==> config.mk <==
export PLATFORM = sky130hd
export DESIGN_NAME = sst_cell
export DESIGN_NICKNAME = d
export VERILOG_FILES = /design/src/rtl/sst_pkg.sv /design/src/rtl/sst_cell.sv
export SDC_FILE = /design/constraint.sdc
export NUM_CORES = 1
export LEC_CHECK = 0
export BUFFER_PORTS_ARGS = -buffer_cell sky130_fd_sc_hd__buf_2
export CORE_ASPECT_RATIO = 1.4
export CORE_UTILIZATION = 50
export DETAILED_ROUTE_END_ITERATION = 6
export PLACE_DENSITY = 0.83
export SYNTH_ARGS = -nofsm -noshare
export SYNTH_HDL_FRONTEND = slang
export SYNTH_SLANG_ARGS = --single-unit
==> constraint.sdc <==
create_clock -name clock -period 3.1 [get_ports clock]
set_input_delay 0.31 -clock clock [delete_from_list [all_inputs] [get_ports clock]]
set_output_delay 0.31 -clock clock [all_outputs]
set_load 0.05 [all_outputs]
==> src/rtl/sst_pkg.sv <==
// Shared types and constants for the sorted set table.
// No dependencies; imported by every module of the block.
`timescale 1ns / 1ps

package sst_pkg;

   localparam int CAPACITY = 64;
   localparam int ELEM_W   = 32;
   localparam int IDX_W    = $clog2(CAPACITY);
   localparam int CNT_W    = $clog2(CAPACITY + 1);
   localparam int KIND_W   = 2;
   localparam int STAT_W   = 2;

   // Operation codes
   localparam logic [KIND_W-1:0] KIND_INSERT = 2'd0;
   localparam logic [KIND_W-1:0] KIND_FIND   = 2'd1;
   localparam logic [KIND_W-1:0] KIND_READ   = 2'd2;

   // Result status codes
   localparam logic [STAT_W-1:0] STAT_OK   = 2'd0;
   localparam logic [STAT_W-1:0] STAT_DUP  = 2'd1;
   localparam logic [STAT_W-1:0] STAT_FULL = 2'd2;
   localparam logic [STAT_W-1:0] STAT_MISS = 2'd3;

   typedef enum logic [1:0] {
      S_IDLE,
      S_EVAL,
      S_COMMIT
   } state_type;

   // Strobes from the sequencer to the datapath
   typedef struct packed {
      logic accept;
      logic eval;
      logic commit;
   } ctrl_type;

   // Per-cell flags seen by the datapath
   typedef struct packed {
      logic gt;
      logic eq;
      logic hit;
      logic slot;
   } cell_flag_type;

endpackage

==> src/rtl/sst_cell.sv <==
// One storage cell of the sorted set table: entry word plus compare flags.
// Depends on sst_pkg; instantiated in a row by sorted_set_table.
`timescale 1ns / 1ps

module sst_cell (
   input  logic                               clock,
   input  logic                               eval_in,
   input  logic                               shift_in,
   input  logic [sst_pkg::IDX_W-1:0]          cell_idx,
   input  logic [sst_pkg::IDX_W-1:0]          rd_idx,
   input  logic [sst_pkg::CNT_W-1:0]          used,
   input  logic signed [sst_pkg::ELEM_W-1:0]  key,
   input  logic signed [sst_pkg::ELEM_W-1:0]  prev_entry,
   input  logic                               prev_gt,
   output logic signed [sst_pkg::ELEM_W-1:0]  entry,
   output sst_pkg::cell_flag_type             flags
);
   import sst_pkg::*;

   logic signed [ELEM_W-1:0] entry_ff, entry_in;
   logic gt_ff, gt_in;
   logic eq_ff, eq_in;
   logic hit_ff, hit_in;
   logic end_ff, end_in;
   logic live;

   // Compare against the key and the read index
   always_comb begin
      live   = CNT_W'(cell_idx) < used;
      gt_in  = gt_ff;
      eq_in  = eq_ff;
      hit_in = hit_ff;
      end_in = end_ff;
      if (eval_in) begin
         gt_in  = live && (entry_ff > key);
         eq_in  = live && (entry_ff == key);
         hit_in = live && (rd_idx == cell_idx);
         end_in = (used == CNT_W'(cell_idx));
      end
   end

   // Shift up from the lower neighbor, or take the key at the insert slot
   always_comb begin
      entry_in = entry_ff;
      if (shift_in) begin
         if (prev_gt) begin
            entry_in = prev_entry;
         end else if (gt_ff || end_ff) begin
            entry_in = key;
         end
      end
   end

   always_ff @(posedge clock) begin
      entry_ff <= entry_in;
      gt_ff    <= gt_in;
      eq_ff    <= eq_in;
      hit_ff   <= hit_in;
      end_ff   <= end_in;
   end

   assign entry      = entry_ff;
   assign flags.gt   = gt_ff;
   assign flags.eq   = eq_ff;
   assign flags.hit  = hit_ff;
   assign flags.slot = !prev_gt && (gt_ff || end_ff);

endmodule

==> run metrics <==
combinational power share 30.8%; post-synthesis sequential area ratio 43.7%; Mapped Cells 259; total of max-cap violations 0; TNS Setup 0 ns; die span in x between 60 and 70 microns; slowest CP cell edfxtp_1; # fillers 403; FFs w/ async S/R, synth 0%; Root Buffer clkbuf_8; Worst EP arrival 2.33 ns; maximum VDD drop 249 uV; CTS Buf Count 5; top cells by area, synth edfxtp_1, ha_1, o21ai_0; Final Net Count 506; startpoint type of the worst setup path register; Seq pwr share 45.8%; setup bufs post-CTS 0; RSZ-0062 raised after global routing false; final setup violation count 0; Reg clk slew, reported paths 0.07 ns; initial drt markers 43; Post-synth EDFFs 36; worst hold path class in -> reg; Main synth FF type edfxtp_1; Leak Pwr 0.00166 uW; post_cts resized 0; post-route ant nets 0; Syn. warnings 0; Routability Congestion 0.805; clock skew 0.00559 ns; Die H 85.3 microns; first-pass GRT wire length just under 9 mm; Yosys top cell area share 43.7%; Wirelength per Cell 12.7 microns; Mean Syn Cell Area 9.56 sq um; WL final 5.62 mm; crit path time final 2.20 ns; status completed; Cell Pwr Density 410 nW/um^2; Die ar. 5240 sq um; largest net degree at the start of global routing 38; total grt overflow 0; synthesized cell area 2480 sq um; most common cell in the synthesized netlist nand2_1; Post-Syn Nets 384; CP Data Required Time 3.24 ns; Slew Limit Fails 0; Yosys cell types 28; Max transition margin 64.4%; Hold Buf Count CTS 0; Post-synth top cells nand2_1, ha_1, inv_1, o21ai_0, edfxtp_1; sw power 441 uW; effective utilization at floorplan 53.3%; # diodes 0; Final period util 70.8%; CTS H-tree lvls 2; Top Ports between 100 and 150; Layout area overhead 29.9%; Clock Tree Buf Depth 2; Final Hold Fails 0; max incr delay on CP 0.40 ns; # rows 29; biggest area consumer among synthesized cells edfxtp_1; layout cell share with drive strength beyond 1 34.9%; Via density roughly 5; routed via count 2212; port bufs roughly 120; Core ar. 4640 sq um; design area 3220 sq um; Crit Path Class reg -> reg; crit-path cells ha_1 > a21oi_2 > nand2_1 > a221o_1 > o31a_1 > or3_1 > a21oi_1; Internal about 880 uW; HPWL after DPL 4.69 mm; Peak Freq approximately 460 MHz; CTS tree built; Post-DP Area 3140 sq um; worst slew pin tran 0.533 ns; vias in the first global route 2140; Sink Count 36; Max FO, Critical Path 3; clock share of power 23.4%; crit end category register; GRT Overall Usage a little under a quarter; Switching Share 33.5%; Clk Latency, worst-skew pair 0.28 ns; First-pass DRT Iterations 4; synthesized flop and latch total 36; DRC viols 0; initial antenna violation count 0
cell usage in the layout (no fill, tap or decap), types with 2 or more instances in the layout:
cell type / count
o31a_1: 3
inv_1: 38
nand3_1: 5
edfxtp_1: 36
nor4_1: 2
buf_4: 3
nand4_1: 3
xor2_1: 2
nor2_1: 9
buf_2: 122
nor2b_1: 2
xnor2_1: 4
a21oi_1: 12
clkbuf_8: 5
and4_1: 5
ha_1: 38
a21o_1: 3
nand2_1: 39
o21ai_0: 38
a221oi_1: 2
worst max-delay path, delay by kind of cell (launching register included):
family	cells	cell delay [ns]
compound gates	4	0.92
flops	1	0.40
simple gates	2	0.40
fa+ha+maj	1	0.33
routing by layer:
metal | vias up | global-route usage (%) | share of wire, %
li1 | 1152 | - | -
met1 | 976 | 24.5 | 40
met2 | 73 | 42.0 | 53
met3 | 11 | 3.51 | 4.2
met4 | 0 | 8.89 | 2.4
met5 | - | 0 | 0
cells by family (layout without fill, tap and decap cells):
| family | after synthesis | in the layout | share of synthesized area (%) |
|---|---|---|---|
| multiplexers | 1 | 1 | 0.455 |
| XOR/XNOR | 6 | 6 | 2.12 |
| flip-flops | 36 | 36 | 43.7 |
| AND/OR/NAND/NOR | 68 | 68 | 12.7 |
| AO/OA/AOI/OAI | 62 | 62 | 14.1 |
| buffers and inverters | 48 | 170 | 7.73 |
| adder cells (fa/ha/maj) | 38 | 38 | 19.2 |
power by group through the flow:
stage                     Sequential (uW)  Clock, uW  Combinational, uW
after floorplan                       724          0                166
after global placement                613          0                398
after detailed placement              615          0                408
after CTS                             604        316                410
after global routing                  608        334                452
final                                 604        309                406
worst paths after layout:
| check | slack [ns] | cells after the start | to | start |
|---|---|---|---|---|
| max | 0.90 | 7 | gt_ff | entry[14] |
| min | 0.29 | 1 | end_ff | eval_in |
| max reg2reg | 0.90 | 7 | gt_ff | entry[14] |
| min reg2reg | 0.88 | 3 | gt_ff | entry[31] |
through the flow:
step | cells | total power [uW] | setup WS, ns | hold slack [ns] | utilization, %
finish | 443 | 1320 | 0.905 | 0.292 | 69.2
global route | 443 | 1390 | 0.803 | 0.284 | 69.2
CTS | 443 | 1330 | 0.902 | 0.285 | 69.2
detailed placement | 436 | 1020 | 0.875 | 0.580 | 67.6
global placement | 436 | 1010 | 0.888 | 0.585 | 67.6
floorplan | 259 | 891 | 0.701 | 0.422 | -
flip-flops by register name, summed over array words and instances, names as in the netlist:
| signal | flops |
|---|---|
| end_ff | 1 |
| entry | 32 |
| eq_ff | 1 |
| gt_ff | 1 |
| hit_ff | 1 |
area by class of cell:
| class | instances | area (sq um) | area share, % |
|---|---|---|---|
| Clock buffer | 6 | 72.6 | 2.26 |
| Tap cell | 62 | 77.6 | 2.41 |
| Timing Repair Buffer | 125 | 633 | 19.7 |
| Clock inverter | 1 | 5.00 | 0.156 |
| Multi-Input combinational cell | 175 | 1200 | 37.4 |
| Sequential cell | 36 | 1080 | 33.6 |
| Inverter | 38 | 143 | 4.44 |
Note: power is estimated with default switching activity, not from simulation.
